--- config.mk ---
export PLATFORM = sky130hd
export DESIGN_NAME = pulse_train_table_sequencer_core
export DESIGN_NICKNAME = d
export VERILOG_FILES = /design/src/rtl/core/ptts_pkg.sv /design/src/rtl/core/pulse_train_table_sequencer_core.sv /design/src/rtl/core/ptts_cfg.sv /design/src/rtl/core/ptts_table.sv /design/src/rtl/core/ptts_step.sv
export SDC_FILE = /design/constraint.sdc
export NUM_CORES = 1
export LEC_CHECK = 0
export ABC_AREA = 1
export ABC_CLOCK_PERIOD_IN_PS = 8100
export BUFFER_PORTS_ARGS = -buffer_cell sky130_fd_sc_hd__clkbuf_2
export CORE_MARGIN = 5
export CORE_UTILIZATION = 35
export DETAILED_ROUTE_END_ITERATION = 8
export GPL_TIMING_DRIVEN = 0
export SETUP_SLACK_MARGIN = 0.02
export SLEW_MARGIN = 20
export SYNTH_ARGS = -nofsm -noshare
export SYNTH_HDL_FRONTEND = slang
export SYNTH_SLANG_ARGS = --single-unit
--- constraint.sdc ---
create_clock -name clk -period 8.1 [get_ports clk]
set_clock_uncertainty 0.15 [all_clocks]
set_input_delay 1.62 -clock clk [delete_from_list [all_inputs] [get_ports clk]]
set_output_delay 1.62 -clock clk [all_outputs]
set_load 0.005 [all_outputs]
--- src/rtl/core/ptts_pkg.sv ---
// ----------------------------------------------------------------------------
// ptts_pkg
// Shared constants, codes and types of the pulse train table sequencer.
// ----------------------------------------------------------------------------
package ptts_pkg;

  localparam int MaxEntries = 16;
  localparam int IdxW       = $clog2(MaxEntries);
  localparam int LenW       = 5;
  localparam int MaxCurW    = 12;
  localparam int AmpW       = 16;
  localparam int DurW       = 16;
  localparam int ElapsedW   = 17;
  localparam int CurW       = 13;
  localparam int StepW      = 4;
  localparam int EntryW     = 4;
  localparam int OpW        = 2;
  localparam int AddrW      = 3;
  localparam int DataW      = 32;

  localparam logic [ElapsedW-1:0] ElapsedMax = {ElapsedW{1'b1}};

  localparam logic [LenW-1:0]    SeqLenReset = 5'd1;
  localparam logic [MaxCurW-1:0] MaxCurReset = 12'd2000;

  // operation codes
  localparam logic [OpW-1:0] OpTick    = 2'd0;
  localparam logic [OpW-1:0] OpRestart = 2'd1;
  localparam logic [OpW-1:0] OpLoad    = 2'd2;

  // register indexes (paddr[2])
  localparam logic RegSeqLen = 1'b0;
  localparam logic RegMaxCur = 1'b1;

  typedef struct packed {
    logic [LenW-1:0]    len_eff;
    logic [MaxCurW-1:0] clamp_limit;
  } cfg_t;

  typedef struct packed {
    logic                   en;
    logic [IdxW-1:0]        addr;
    logic signed [AmpW-1:0] amp;
    logic [DurW-1:0]        dur;
  } tab_wr_t;

  typedef struct packed {
    logic [IdxW-1:0] dur_addr;
    logic [IdxW-1:0] amp_addr;
  } tab_addr_t;

  typedef struct packed {
    logic [DurW-1:0]        dur_at;
    logic signed [AmpW-1:0] amp_at;
    logic [DurW-1:0]        dur0;
    logic [DurW-1:0]        dur1;
  } tab_rd_t;

  typedef struct packed {
    logic                   emit;
    logic signed [CurW-1:0] current;
    logic [StepW-1:0]       step;
  } res_t;

endpackage

--- src/rtl/core/pulse_train_table_sequencer_core.sv ---
// ----------------------------------------------------------------------------
// pulse_train_table_sequencer_core
// Plays a repeating amplitude/duration table, one step per tick word.
//
//   channel  direction  handshake                  payload
//   item     in         item_valid / item_stall    operation, entry_index,
//                                                  entry_amplitude, entry_duration
//   result   out        result_valid / result_stall current_ua, step_index
//   config   in/out     APB psel/penable/pready    paddr, pwdata, prdata
//
// One item word per cycle sustained while the result is not stalled; a tick
// that ends a step passes from the input register through the combinational
// step logic into the result register. Synchronous reset clears the sequencer
// position, the count and the valid flags of both registers; table contents
// are not reset. A stalled result holds in the result register while one
// more item word waits in the input register, after which item_stall rises.
// ----------------------------------------------------------------------------
module pulse_train_table_sequencer_core (
  input  logic                              clk,
  input  logic                              rst,
  input  logic                              psel,
  input  logic                              penable,
  input  logic                              pwrite,
  input  logic [ptts_pkg::AddrW-1:0]        paddr,
  input  logic [ptts_pkg::DataW-1:0]        pwdata,
  output logic [ptts_pkg::DataW-1:0]        prdata,
  output logic                              pready,
  input  logic                              item_valid,
  output logic                              item_stall,
  input  logic [ptts_pkg::OpW-1:0]          operation,
  input  logic [ptts_pkg::EntryW-1:0]       entry_index,
  input  logic signed [ptts_pkg::AmpW-1:0]  entry_amplitude,
  input  logic [ptts_pkg::DurW-1:0]         entry_duration,
  output logic                              result_valid,
  input  logic                              result_stall,
  output logic signed [ptts_pkg::CurW-1:0]  current_ua,
  output logic [ptts_pkg::StepW-1:0]        step_index
);

  ptts_pkg::cfg_t      cfg;
  ptts_pkg::tab_wr_t   tab_wr;
  ptts_pkg::tab_addr_t tab_addr;
  ptts_pkg::tab_rd_t   tab_rd;
  ptts_pkg::res_t      res;

  logic                             s1_valid;
  logic [ptts_pkg::OpW-1:0]         s1_op;
  logic [ptts_pkg::EntryW-1:0]      s1_index;
  logic signed [ptts_pkg::AmpW-1:0] s1_amp;
  logic [ptts_pkg::DurW-1:0]        s1_dur;
  logic                             advance;
  logic                             fire;

  assign advance    = !result_valid || !result_stall;
  assign fire       = s1_valid && advance;
  assign item_stall = s1_valid && !advance;

  // input register
  always_ff @(posedge clk) begin
    if (rst) begin
      s1_valid <= 1'b0;
    end else if (!item_stall) begin
      s1_valid <= item_valid;
    end
  end

  always_ff @(posedge clk) begin
    if (item_valid && !item_stall) begin
      s1_op    <= operation;
      s1_index <= entry_index;
      s1_amp   <= entry_amplitude;
      s1_dur   <= entry_duration;
    end
  end

  ptts_cfg u_cfg (
    .clk     (clk),
    .rst     (rst),
    .psel    (psel),
    .penable (penable),
    .pwrite  (pwrite),
    .paddr   (paddr),
    .pwdata  (pwdata),
    .prdata  (prdata),
    .pready  (pready),
    .cfg     (cfg)
  );

  ptts_table u_table (
    .clk  (clk),
    .wr   (tab_wr),
    .addr (tab_addr),
    .rd   (tab_rd)
  );

  ptts_step u_step (
    .clk             (clk),
    .rst             (rst),
    .fire            (fire),
    .op              (s1_op),
    .entry_index     (s1_index),
    .entry_amplitude (s1_amp),
    .entry_duration  (s1_dur),
    .cfg             (cfg),
    .rd              (tab_rd),
    .addr            (tab_addr),
    .wr              (tab_wr),
    .res             (res)
  );

  // result register
  always_ff @(posedge clk) begin
    if (rst) begin
      result_valid <= 1'b0;
    end else if (advance) begin
      result_valid <= res.emit;
    end
  end

  always_ff @(posedge clk) begin
    if (advance && res.emit) begin
      current_ua <= res.current;
      step_index <= res.step;
    end
  end

  logic signed [ptts_pkg::CurW:0] cur_x;
  logic signed [ptts_pkg::CurW:0] chk_pos;
  logic signed [ptts_pkg::CurW:0] chk_neg;

  always_comb begin
    cur_x   = (ptts_pkg::CurW+1)'(current_ua);
    chk_pos = $signed((ptts_pkg::CurW+1)'(cfg.clamp_limit));
    chk_neg = -chk_pos;
  end

  a_clamp: assert property (@(posedge clk) disable iff (rst)
    result_valid |-> (cur_x <= chk_pos) && (cur_x >= chk_neg))
    else $error("emitted current outside clamp");

  a_step_range: assert property (@(posedge clk) disable iff (rst)
    result_valid |-> (32'(step_index) < 32'(cfg.len_eff)))
    else $error("step index beyond sequence length");

  a_from_tick: assert property (@(posedge clk) disable iff (rst)
    $rose(result_valid) |-> $past(s1_valid && (s1_op == ptts_pkg::OpTick)))
    else $error("result without a tick word");

  a_no_load_emit: assert property (@(posedge clk) disable iff (rst)
    tab_wr.en |-> !res.emit)
    else $error("table load produced a result");

endmodule

--- src/rtl/core/ptts_cfg.sv ---
// ----------------------------------------------------------------------------
// ptts_cfg
// APB register file: sequence length and clamp magnitude.
// ----------------------------------------------------------------------------
module ptts_cfg (
  input  logic                         clk,
  input  logic                         rst,
  input  logic                         psel,
  input  logic                         penable,
  input  logic                         pwrite,
  input  logic [ptts_pkg::AddrW-1:0]   paddr,
  input  logic [ptts_pkg::DataW-1:0]   pwdata,
  output logic [ptts_pkg::DataW-1:0]   prdata,
  output logic                         pready,
  output ptts_pkg::cfg_t               cfg
);

  logic [ptts_pkg::LenW-1:0]    seq_len;
  logic [ptts_pkg::MaxCurW-1:0] clamp_limit;
  logic                         wr;

  assign pready = 1'b1;
  assign wr     = psel & penable & pwrite;

  always_ff @(posedge clk) begin
    if (rst) begin
      seq_len     <= ptts_pkg::SeqLenReset;
      clamp_limit <= ptts_pkg::MaxCurReset;
    end else if (wr) begin
      unique case (paddr[2])
        ptts_pkg::RegSeqLen: seq_len     <= pwdata[ptts_pkg::LenW-1:0];
        ptts_pkg::RegMaxCur: clamp_limit <= pwdata[ptts_pkg::MaxCurW-1:0];
        default: ;
      endcase
    end
  end

  always_comb begin
    unique case (paddr[2])
      ptts_pkg::RegSeqLen: prdata = ptts_pkg::DataW'(seq_len);
      ptts_pkg::RegMaxCur: prdata = ptts_pkg::DataW'(clamp_limit);
      default:             prdata = '0;
    endcase
  end

  // zero plays as one entry, anything past the table plays the whole table
  always_comb begin
    if (seq_len == '0) begin
      cfg.len_eff = ptts_pkg::LenW'(1);
    end else if (32'(seq_len) > ptts_pkg::MaxEntries) begin
      cfg.len_eff = ptts_pkg::LenW'(ptts_pkg::MaxEntries);
    end else begin
      cfg.len_eff = seq_len;
    end
    cfg.clamp_limit = clamp_limit;
  end

endmodule

--- src/rtl/core/ptts_table.sv ---
// ----------------------------------------------------------------------------
// ptts_table
// Amplitude and duration table, one write port, flop storage.
// ----------------------------------------------------------------------------
module ptts_table (
  input  logic                clk,
  input  ptts_pkg::tab_wr_t   wr,
  input  ptts_pkg::tab_addr_t addr,
  output ptts_pkg::tab_rd_t   rd
);

  logic signed [ptts_pkg::AmpW-1:0] amp_tab [ptts_pkg::MaxEntries];
  logic [ptts_pkg::DurW-1:0]        dur_tab [ptts_pkg::MaxEntries];

  always_ff @(posedge clk) begin
    if (wr.en) begin
      amp_tab[wr.addr] <= wr.amp;
      dur_tab[wr.addr] <= wr.dur;
    end
  end

  always_comb begin
    rd.dur_at = dur_tab[addr.dur_addr];
    rd.amp_at = amp_tab[addr.amp_addr];
    rd.dur0   = dur_tab[0];
    rd.dur1   = dur_tab[1];
  end

endmodule

--- src/rtl/core/ptts_step.sv ---
// ----------------------------------------------------------------------------
// ptts_step
// Sequencer state and the per-word step: count, compare, advance, clamp.
// ----------------------------------------------------------------------------
module ptts_step (
  input  logic                              clk,
  input  logic                              rst,
  input  logic                              fire,
  input  logic [ptts_pkg::OpW-1:0]          op,
  input  logic [ptts_pkg::EntryW-1:0]       entry_index,
  input  logic signed [ptts_pkg::AmpW-1:0]  entry_amplitude,
  input  logic [ptts_pkg::DurW-1:0]         entry_duration,
  input  ptts_pkg::cfg_t                    cfg,
  input  ptts_pkg::tab_rd_t                 rd,
  output ptts_pkg::tab_addr_t               addr,
  output ptts_pkg::tab_wr_t                 wr,
  output ptts_pkg::res_t                    res
);

  logic [ptts_pkg::IdxW-1:0]     active_index;
  logic [ptts_pkg::ElapsedW-1:0] elapsed;

  logic [ptts_pkg::ElapsedW-1:0]     elapsed_next;
  logic [ptts_pkg::IdxW:0]           idx_sum;
  logic [ptts_pkg::IdxW-1:0]         index_next;
  logic                              use_dur0;
  logic [ptts_pkg::DurW-1:0]         dur;
  logic                              hit;
  logic signed [ptts_pkg::AmpW:0]    amp_x;
  logic signed [ptts_pkg::AmpW:0]    lim_pos;
  logic signed [ptts_pkg::AmpW:0]    lim_neg;
  logic signed [ptts_pkg::AmpW:0]    amp_clamped;

  always_comb begin
    // saturate the count
    elapsed_next = (elapsed < ptts_pkg::ElapsedMax) ? elapsed + 1'b1 : elapsed;

    // single-duration mode, one-entry sequence, or index left past a shrunk length
    use_dur0 = (cfg.len_eff == ptts_pkg::LenW'(1)) || (rd.dur1 == '0) ||
               (32'(active_index) >= 32'(cfg.len_eff));
    dur      = use_dur0 ? rd.dur0 : rd.dur_at;
    hit      = elapsed_next >= ptts_pkg::ElapsedW'(dur);

    idx_sum    = (ptts_pkg::IdxW+1)'(active_index) + 1'b1;
    index_next = (32'(idx_sum) >= 32'(cfg.len_eff)) ? '0 : ptts_pkg::IdxW'(idx_sum);

    addr.dur_addr = active_index;
    addr.amp_addr = index_next;

    amp_x   = (ptts_pkg::AmpW+1)'(rd.amp_at);
    lim_pos = $signed((ptts_pkg::AmpW+1)'(cfg.clamp_limit));
    lim_neg = -lim_pos;
    if (amp_x > lim_pos) begin
      amp_clamped = lim_pos;
    end else if (amp_x < lim_neg) begin
      amp_clamped = lim_neg;
    end else begin
      amp_clamped = amp_x;
    end

    res.emit    = fire && (op == ptts_pkg::OpTick) && hit;
    res.current = ptts_pkg::CurW'(amp_clamped);
    res.step    = ptts_pkg::StepW'(index_next);

    // drop loads aimed past the table
    wr.en   = fire && (op == ptts_pkg::OpLoad) &&
              (32'(entry_index) < ptts_pkg::MaxEntries);
    wr.addr = ptts_pkg::IdxW'(entry_index);
    wr.amp  = entry_amplitude;
    wr.dur  = entry_duration;
  end

  always_ff @(posedge clk) begin
    if (rst) begin
      active_index <= '0;
      elapsed      <= '0;
    end else if (fire) begin
      unique case (op)
        ptts_pkg::OpTick: begin
          if (hit) begin
            active_index <= index_next;
            elapsed      <= '0;
          end else begin
            elapsed      <= elapsed_next;
          end
        end
        ptts_pkg::OpRestart: begin
          active_index <= '0;
          elapsed      <= '0;
        end
        default: ;
      endcase
    end
  end

endmodule
; After elaboration in Yosys (flattened, before gate mapping)
; Memory sizes are Yosys's and may differ from the RTL's. A register that Yosys moved wholly into a read port is not among the register bits.
; Cells that the tools add are included.
[word_totals]
register_bits = 95
latchBits = 0
ram_bits = 512
mem_bits_ro = 0
in_bits = 80
wordCells = 70
mem_count = 2
[memory_table]
columns = memory, words, width, read_ports, rd_ports_with_merged_regs, write_ports, line_no
row1 = u_table.amp_tab, 16, 16, 1, 0, 1, ptts_table.sv:12  ; logic signed [ptts_pkg::AmpW-1:0] amp_tab [ptts_pkg::MaxEntries];
row2 = u_table.dur_tab, 16, 16, 3, 1, 1, ptts_table.sv:13  ; logic [ptts_pkg::DurW-1:0] dur_tab [ptts_pkg::MaxEntries];
[op_classes]
n_addsub = 3
n_mul = 0
n_div = 0
order_cmp = 7
eq_ne = 4
shifts = 0
mux = 16
n_bitwise = 3
reduce_logical = 22
[ops]
columns = op, n
row1 = case mux 32 bit (2 select lines), 1
row2 = 2-to-1 mux 17 bit, 2
row3 = case mux 17 bit (2 select lines), 1
row4 = adder 17 x 1 -> 17 bit (second input constant), 1
row5 = >= comparator 17 x 16 -> 1 bit, 1
row6 = less-than comparator 16 x 17 -> 1 bit, 1
row7 = less-than comparator 17 bit (second input constant), 1
row8 = negator 12 -> 17 bit, 1
row9 = greater-than comparator 16 x 13 -> 1 bit, 1
row10 = logical NOT 16 bit, 1
row11 = 2-to-1 mux 16 bit, 1
row12 = 2-to-1 mux 4 bit, 4
row13 = 2-to-1 mux 13 bit, 1
row14 = 2-to-1 mux 12 bit, 1
row15 = 2-to-1 mux 5 bit, 2
row16 = case mux 4 bit (2 select lines), 1
row17 = logical AND 1 bit, 7
row18 = AND reduction 2 bit, 3
row19 = adder 4 x 1 -> 5 bit (second input constant), 1
row20 = == test 5 x 1 -> 1 bit (second input constant), 1
row21 = >= comparator 4 x 5 -> 1 bit, 1
row22 = >= comparator 5 bit, 1
row23 = greater-than comparator 5 bit (second input constant), 1
row24 = logical NOT 5 bit, 1
row25 = other kinds (11), 18

; Longest topological paths before layout
; Gate-level depths: netlist of the first run.
[logic_depth]
depth_word = 12
ltp_mapped = 33

; Hierarchy
; Synthesis of the first run repeated with hierarchy kept, for this count alone.
[hier_totals]
hier_cells = 2943
area_unflattened_um2 = 28670.0
[modules_own_cells]
columns = mod, instances, cells_per_inst, area_per_inst_um2, seq_area_each_um2
row1 = ptts_table, 1, 2091, 22049.9, 15374.7
row2 = ptts_step, 1, 623, 3844.9, 420.4
row3 = pulse_train_table_sequencer_core, 1, 70, 1752.9, 1691.6
row4 = ptts_cfg, 1, 159, 1022.2, 340.3

; Worst setup path after synthesis of the first run
; Ideal clock, no wire load.
[synth_path]
path_kind = reg2reg
from = register u_step.active_index[0] in the netlist's numbering
to = register current_ua[0] in the netlist's numbering (enable)
arrival_ns = 4.192
t_required_ns = 7.581
path_slack_ns = 3.389
path_stages_with_launch = 32
path_cell_list = dfxtp_1 -> inv_1 -> buf_2 -> buf_2 -> buf_4 -> buf_2 -> ha_1 -> inv_1 -> nand2_1 -> a21oi_1 -> o21bai_1 -> a211oi_1 -> nor2_1 -> a41oi_1 -> clkbuf_1 -> o21ai_0 -> ha_1 -> nand2_1 -> nor2_1 -> nand2_1 -> nand3_1 -> nand2_1 -> nand2_1 -> nand2_1 -> nand2_1 -> nand2_1 -> nand2_1 -> nand2_1 -> nand3_1 -> clkbuf_1 -> nand2_1 -> inv_1
[synth_via]
elab_chain_cells = 6
[synth_lines]
columns = item, line_no
row1 = "start, declared", ptts_step.sv:20  ; logic [ptts_pkg::IdxW-1:0] active_index;
row2 = "start signal, assigned", ptts_step.sv:81  ; active_index <= index_next;
row3 = >= comparator 4 x 5 -> 1 bit, ptts_step.sv:40  ; (32'(active_index) >= 32'(cfg.len_eff));
row4 = logical OR 1 bit, ptts_step.sv:39  ; use_dur0 = (cfg.len_eff == ptts_pkg::LenW'(1)) || (rd.dur1 == '0) ||
row5 = 2-to-1 mux 16 bit, ptts_step.sv:41  ; dur = use_dur0 ? rd.dur0 : rd.dur_at;
row6 = >= comparator 17 x 16 -> 1 bit, ptts_step.sv:42  ; hit = elapsed_next >= ptts_pkg::ElapsedW'(dur);
row7 = logical AND 1 bit, ptts_step.sv:61  ; res.emit = fire && (op == ptts_pkg::OpTick) && hit;
row8 = logical AND 1 bit, pulse_train_table_sequencer_core.sv:121  ; if (advance && res.emit) begin
row9 = "end signal, assigned", pulse_train_table_sequencer_core.sv:122  ; current_ua <= res.current;
row10 = "end, declared", pulse_train_table_sequencer_core.sv:36  ; output logic signed [ptts_pkg::CurW-1:0] current_ua,
; Every way passes these cells.
; A chain may end at the register's enable or synchronous reset.

; Final worst setup path of the first run
[layout_path]
from = register u_step.active_index[0] in the netlist's numbering
to = register step_index[0] in the netlist's numbering (enable)
[layout_via]
elab_chain_cells = 6
[layout_lines]
columns = item, line_no
row1 = >= comparator 4 x 5 -> 1 bit, ptts_step.sv:40
row2 = logical OR 1 bit, ptts_step.sv:39
row3 = 2-to-1 mux 16 bit, ptts_step.sv:41
row4 = >= comparator 17 x 16 -> 1 bit, ptts_step.sv:42
row5 = logical AND 1 bit, ptts_step.sv:61
row6 = logical AND 1 bit, pulse_train_table_sequencer_core.sv:121
row7 = "end signal, assigned", pulse_train_table_sequencer_core.sv:123  ; step_index <= res.step;
row8 = "end, declared", pulse_train_table_sequencer_core.sv:37  ; output logic [ptts_pkg::StepW-1:0] step_index
; Every way passes these cells.

==> impl_metrics.csv, run 1 <==
group,metric,value,unit
outcome,run_status,"complete, no violations",
run,drv_cap,0,
synthesis,synth_top_family_by_area,"simple AND/OR/NAND/NOR gates",
final_layout,regArea,17910,um2
synthesis,yosys_warnings,0,
global_route,grt_usage,17.87,%
worst_setup_path,reg2regPathDepth,31,
final_layout,drive_above_1_share,12.31,%
synthesis,yosysSeqAreaShare,67.14,%
worst_setup_path,crit_start,"u_step.active_index[0]$_SDFFE_PP0P_",
synthesis,yosys-mux-area-fraction,2.069,%
detailed_routing,wirelength,74.76,mm
floorplanning,ios,132,
detailed_routing,antenna_left,0,
sta,max_freq,145.1,MHz
power,cellLeakagePower,11.56,nW
worst_setup_path,crit_slowest_cell,"clkbuf_1",
sta,final-setup-viol-count,0,
sta,post-route-period-util,85.11,%
synthesis,synth_fa_ha_area_share,2.627,%
floorplanning,die_h,286.1,um
synthesis,synthSimpleGateAreaFrac,13.06,%
clock_tree,clk_pin_slew,0.05,ns
sta,slew_violations,0,
clock_tree,cts-root-buf,"clkbuf_16",
floorplanning,start_util,35.18,%
worst_setup_path,setup.worst_path.class,"flip-flop to flip-flop",
hold_path,min_delay_path_depth,2,
placement,dp_hpwl,50.78,mm
worst_setup_path,required,8.17,ns
clock_tree,cts_made_buffers,67,
detailed_routing,drt_iter0_markers,2191,
final_layout,final_cell_mix,"edfxtp_1, nand2_1, inv_1",
detailed_routing,dr.pass1.iters,6,
detailed_routing,viasPerCell,5.213,
floorplanning,die_w,286.1,um
clock_tree,clock-sinks,611,
final_layout,final_common_cell,"edfxtp_1",
placement,place.gp.congestion,0.8991,
sta,rsz0062_at_grt,"no",
clock_tree,cts_resized,0,
clock_tree,ctsLongestPathBuffers,3,
placement,port-buffer-count,87,
clock_tree,clock_latency,0.61,ns
detailed_routing,routedWlPerCell,21.09,um
synthesis,synth-seq-cells,611,
worst_setup_path,r2r-start,"u_step.active_index[0]$_SDFFE_PP0P_",
hold_path,worstHoldStart,"u_step.elapsed[1]$_SDFFE_PP0P_",
worst_setup_path,crit_fanout,17,
global_route,grt_max_degree,28,
sta,hold_violations,0,
global_route,grt_pass1_wl,112.0,mm
final_layout,fillers,7065,
placement,dp_cells,3424,
floorplanning,coreArea,75820,um2
global_route,antenna_found_initial,1,
worst_setup_path,startpoint_type,"flip-flop",
final_layout,fin_cells,3544,
synthesis,syn_inst,2318,
worst_setup_path,crit_arrival,6.96,ns
clock_tree,cts_hold_buf,0,
final_layout,multiInputGateArea,7421,um2
synthesis,synth_xor_area_share,0.6567,%
sta,tightest_slew,0.9254,ns
power,ir_drop,0.1191,mV
synthesis,ys_types,43,
detailed_routing,drcViolationCount,0,
final_layout,antenna_cells,0,
floorplanning,dieArea,81830,um2
detailed_routing,vias,18474,
synthesis,synth_area,26670,um2
worst_setup_path,cp_common_cell,"nand2_1",
global_route,overflow,0,
synthesis,synth_compound_area_share,8.664,%
sta,period_needed,6.894,ns
final_layout,fin_nets,2651,
clock_tree,postCtsSetupRepairBufs,0,
hold_path,hold_path_class,"flip-flop to flip-flop",
sta,slew_headroom,38.31,%
synthesis,syn_area_per_cell,11.51,um2
floorplanning,fp-row-count,101,
power,p_per_area,230.8,nW/um2
worst_setup_path,cp-end-kind,"flip-flop",
global_route,grt_pass1_vias,18194,
clock_tree,cts_tree,"done",
worst_setup_path,cp_slowest_stage_delay,0.56,ns
final_layout,area_growth_syn_to_layout,16.88,%
clock_tree,h-tree-depth,3,
sta,fin_tns_setup,0,ns
cells by family after synthesis:
| group | after synthesis |
|---|---|
| muxes | 55 |
| adders and majority gates | 56 |
| AOI/OAI and AO/OA | 415 |
| xor gates and xnor gates | 20 |
| other | 2 |
| buffers and inverters | 358 |
| DFF | 611 |
| and+or+nand+nor | 801 |
final cells by class:
type	count	share of cell area (%)
repair buffers	109	3.171
plain buffers	137	2.268
clock inverters	33	0.8709
clock buffers	87	5.855
multi-input cells	1368	23.80
flip-flops and latches	611	57.44
well taps	978	3.925
inverters	221	2.669
through the flow:
stage               total power [mW]  setup WS [ns]  instance area, um2  hold WS (ns)  util (%)
floorplan                      4.050          3.389               26740        0.3124         -
global placement               4.306          1.268               28400        0.3279     37.46
detailed placement             4.330          1.234               29080        0.3420     38.35
CTS                            7.233          1.192               31180        0.3504     41.12
global route                   7.453         0.5795               31180        0.3825     41.12
finish                         7.197          1.206               31180        0.3507     41.12
layer usage:
metal | global-route usage [%] | routed length [um] | up-vias
met4 | 5.308 | 1741 | 0
li1 | - | - | 8566
met5 | 0 | 0 | -
met3 | 3.331 | 6386 | 119
met2 | 28.76 | 34410 | 828
met1 | 24.83 | 32220 | 8961
Yosys cell counts, drive strengths merged:
| master | number | area, um2 |
|---|---|---|
| o211ai | 72 | 540.5 |
| nand3 | 187 | 955.9 |
| o21a | 1 | 7.510 |
| or2 | 8 | 50.05 |
| nor4b | 1 | 8.760 |
| edfxtp | 567 | 17030 |
| clkbuf | 52 | 195.2 |
| a31oi | 16 | 100.1 |
| nor2 | 159 | 609.3 |
| nand4 | 31 | 193.9 |
| o31ai | 1 | 7.510 |
| xor2 | 14 | 122.6 |
| nand2 | 378 | 1426 |
| a211oi | 2 | 15.01 |
| mux2 | 1 | 11.26 |
| o21bai | 1 | 7.510 |
| clkinv | 2 | 7.510 |
| mux2i | 54 | 540.5 |
| o21ai | 194 | 970.9 |
| dfxtp | 44 | 880.8 |
| nor3 | 10 | 50.05 |
| inv | 219 | 822.0 |
| buf | 85 | 511.7 |
| nand3b | 16 | 120.1 |
| a21oi | 125 | 636.9 |
| a2bb2oi | 1 | 8.760 |
| conb | 2 | 7.510 |
| and2 | 6 | 37.54 |
| ha | 56 | 700.7 |
| a41oi | 1 | 8.760 |
| a22oi | 1 | 7.510 |
| nor4 | 5 | 31.28 |
| xnor2 | 6 | 52.55 |
power by group:
group / switching, mW / internal, mW / leakage [nW] / total (mW)
registers: 0.0690 / 3.50 / 5.48 / 3.57
logic: 0.485 / 0.219 / 5.06 / 0.704
clock network: 1.23 / 1.69 / 1.02 / 2.92
final timing paths:
path / endpoint / slack [ns]
hold / removal: u_step.elapsed[1]$_SDFFE_PP0P_ / 0.35
setup reg to reg: step_index[0]$_DFFE_PP_ / 1.21
setup / recovery: step_index[0]$_DFFE_PP_ / 1.21
hold reg to reg: u_step.elapsed[1]$_SDFFE_PP0P_ / 0.35
flip-flops by register name, summed over array words and instances, names as in the netlist, 5 cells and up, named ones only:
name / flops
current_ua: 13
s1_dur: 16
u_table.amp_tab: 256
u_step.elapsed: 17
u_cfg.clamp_limit: 12
u_table.dur_tab: 256
s1_amp: 16
u_cfg.seq_len: 5
worst max-delay path: cells and delay by family (launching register included):
| kind | cells | cell delay (ns) |
|---|---|---|
| compound gates | 5 | 1.21 |
| fa+ha+maj | 2 | 0.71 |
| buf+inv | 9 | 2.75 |
| flops | 1 | 0.34 |
| simple gates | 15 | 1.30 |
Power figures use the tool's default switching activity.
==> run 2: changes to the inputs <==
Settings changed: ABC_AREA 1 to default.
==> run 2 against run 1 <==
Compared with the run above:
- non-clock buffer count stayed put
- setup slack worse by 0.78 ns
- combinational power is 67% lower
- cell count is 19% lower
- core utilization is 0.55 points higher
- count of clock-buffer cells in the layout is 14 lower
- critical path type unchanged
- clock power is 7% lower
- hold slack better by 0.0030 ns
- die area is 2.9% lower
- cell area is 2.3% lower
- critical path depth is 7 lower
- maximum frequency is 10% lower
==> impl_metrics.csv, run 2 <==
group,metric,value,unit
outcome,run_status,"complete, no violations",
synthesis,synth_top_area_cell,"edfxtp_1",
worst_setup_path,crit_arrival,7.93,ns
run,drv_cap,0,
clock_tree,clk_pin_slew,0.07,ns
power,p_per_area,213.7,nW/um2
detailed_routing,viasPerCell,5.568,
synthesis,synth_area,25880,um2
floorplanning,ios,132,
synthesis,synth_edf_count,567,
detailed_routing,antenna_left,0,
synthesis,ys_types,79,
placement,place.gp.congestion,0.8419,
final_layout,final_cell_mix,"edfxtp_1, nand2_1, clkbuf_2",
power,ir_drop,0.1557,mV
sta,rsz0062_at_grt,"no",
final_layout,reg_top3,"u_table.amp_tab: 256 flops, u_table.dur_tab: 256 flops, u_step.elapsed: 17 flops",
floorplanning,dieArea,79480,um2
detailed_routing,drcViolationCount,0,
sta,slew_headroom,26.28,%
hold_path,hold_path_class,"flip-flop to flip-flop",
synthesis,syn_area_per_cell,15.82,um2
global_route,grt_max_degree,20,
clock_tree,cts_hold_buf,0,
clock_tree,cts_tree,"done",
synthesis,async_flop_share,0,%
global_route,grt_use_met1,24.14,%
global_route,top_usage_layer,"met2",
sta,hold_violations,0,
worst_setup_path,setup.worst_path.class,"flip-flop to flip-flop",
global_route,grt_pass1_vias,15987,
floorplanning,die_w,281.9,um
synthesis,synthTopCellsByArea,"edfxtp_1, mux4_2, dfxtp_1, ha_1, mux2i_1",
final_layout,fillers,6546,
global_route,overflow,0,
worst_setup_path,required,8.35,ns
clock_tree,h-tree-depth,2,
global_route,grt_pass1_wl,103.8,mm
sta,max_freq,130.3,MHz
floorplanning,die_h,281.9,um
final_layout,area_growth_syn_to_layout,17.68,%
floorplanning,start_util,35.41,%
placement,pre_cts_slack,0.2225,ns
final_layout,final_util,41.67,%
final_layout,multiInputGateArea,7520,um2
synthesis,synth_top_area_share,65.79,%
power,p_int,5.128,mW
clock_tree,clock-sinks,611,
detailed_routing,routedWlPerCell,24.67,um
power,power.switching,1.379,mW
worst_setup_path,rrSetupSlack,0.43,ns
detailed_routing,wirelength,70.50,mm
placement,post_dp_cell_area,28520,um2
sta,post-route-period-util,94.73,%
placement,port-buffer-count,88,
synthesis,syn_inst,1636,
floorplanning,fp-row-count,99,
synthesis,yosysMostFrequentCell,"edfxtp_1",
worst_setup_path,crit_fanout,10,
global_route,grt_usage,17.35,%
power,total_power,6.507,mW
final_layout,drive_above_1_share,21.29,%
clock_tree,clock_latency,0.62,ns
detailed_routing,dr.pass1.iters,6,
power,switching_share,21.19,%
detailed_routing,vias,15912,
global_route,antenna_found_initial,7,
power,power_frac_seq,54.6,%
placement,dp_hpwl,48.77,mm
worst_setup_path,cp-end-kind,"flip-flop",
clock_tree,ctsLongestPathBuffers,3,
power,p_clk_share,41.8,%
sta,tightest_slew,1.096,ns
final_layout,final_common_cell,"edfxtp_1",
sta,fin_tns_setup,0,ns
synthesis,yosysSeqAreaShare,69.20,%
final_layout,fin_cells,2858,
power,p_comb_share,3.6,%
sta,slew_violations,0,
sta,period_needed,7.673,ns
global_route,met3_usage,3.378,%
synthesis,yosys_warnings,0,
sta,setup_ws,0.4266,ns
placement,dp_cells,2749,
final_layout,final_area,30450,um2
synthesis,yosys-top-cells-count,"edfxtp_1, nand2_1, mux4_2",
final_layout,fin_nets,1988,
synthesis,synthFlopType,"edfxtp_1",
final_layout,regArea,17910,um2
sta,final-setup-viol-count,0,
clock_tree,cts_made_buffers,60,
floorplanning,coreArea,73080,um2
detailed_routing,drt_iter0_markers,1664,
clock_tree,cts-root-buf,"clkbuf_16",
synthesis,synth-seq-cells,611,
power,cellLeakagePower,10.09,nW
worst_setup_path,startpoint_type,"flip-flop",
sta,hold_slack,0.3537,ns
global_route,use_met2,27.95,%
## run 2: per-layer routing
layer / wire length, um / vias up
met1: 29870 / 8074
li1: - / 6923
met5: 62 / -
met2: 32660 / 768
met4: 2062 / 10
met3: 5842 / 137
## run 2: logic make-up after synthesis
| group | after synthesis | synth area share (%) |
|---|---|---|
| other cells | 2 | 0.02902 |
| xor+xnor | 25 | 0.8751 |
| flops | 611 | 69.20 |
| mux | 144 | 9.675 |
| fa+ha+maj | 56 | 2.708 |
| buf+inv | 144 | 2.567 |
| compound gates | 286 | 7.852 |
| simple gates | 368 | 7.098 |
## run 2: area by class of cell
type	count	share of cell area (%)
diodes	1	0.008217
plain buffers	111	1.775
well taps	959	3.940
repair buffers	135	4.100
clock inverters	35	1.023
inverters	33	0.4314
flip-flops and latches	611	58.80
clock buffers	73	5.230
multi-input cells	900	24.69
## run 2: final timing paths
path / endpoint / from / depth (start not counted)
worst max-delay path: current_ua[8]$_DFFE_PP_ / u_step.active_index[1]$_SDFFE_PP0P_ / 24
worst min-delay path: u_step.elapsed[14]$_SDFFE_PP0P_ / u_step.elapsed[14]$_SDFFE_PP0P_ / 1
worst max register to register: current_ua[8]$_DFFE_PP_ / u_step.active_index[1]$_SDFFE_PP0P_ / 24
worst min register to register: u_step.elapsed[14]$_SDFFE_PP0P_ / u_step.elapsed[14]$_SDFFE_PP0P_ / 1
## run 2: critical path: stages, from the launching register on
cell and delay (ns):
dfxtp_1 0.40, ha_1 0.29, xnor2_4 0.18, inv_4 0.21
buf_1 0.73, ha_1 0.39, a21oi_1 0.24, o221a_1 0.24
buf_6 0.15, nand2_8 0.09, inv_4 0.18, clkbuf_1 0.63
mux2i_1 0.30, a211oi_1 0.10, o31ai_1 0.94, ha_1 0.31
nand2b_1 0.11, a21oi_1 0.06, o41ai_1 0.44, o211ai_1 0.17
and2_1 0.22, clkbuf_1 0.26, a21oi_1 0.20, a21oi_1 0.06
a211oi_1 0.38
## run 2: timing repair
action                                  in CTS  in global routing
endpoints found under the setup margin       0                 13
gates resized for setup                      0                  8
buffers inserted                             0                  0
## run 2: power groups by stage
| stage | combinational (mW) | clock [mW] | sequential, mW |
|---|---|---|---|
| after floorplan | 0.137 | 0 | 3.59 |
| after global placement | 0.216 | 0 | 3.62 |
| after detailed placement | 0.230 | 0 | 3.62 |
| after CTS | 0.231 | 2.77 | 3.55 |
| after global routing | 0.254 | 2.89 | 3.56 |
| final | 0.234 | 2.72 | 3.55 |
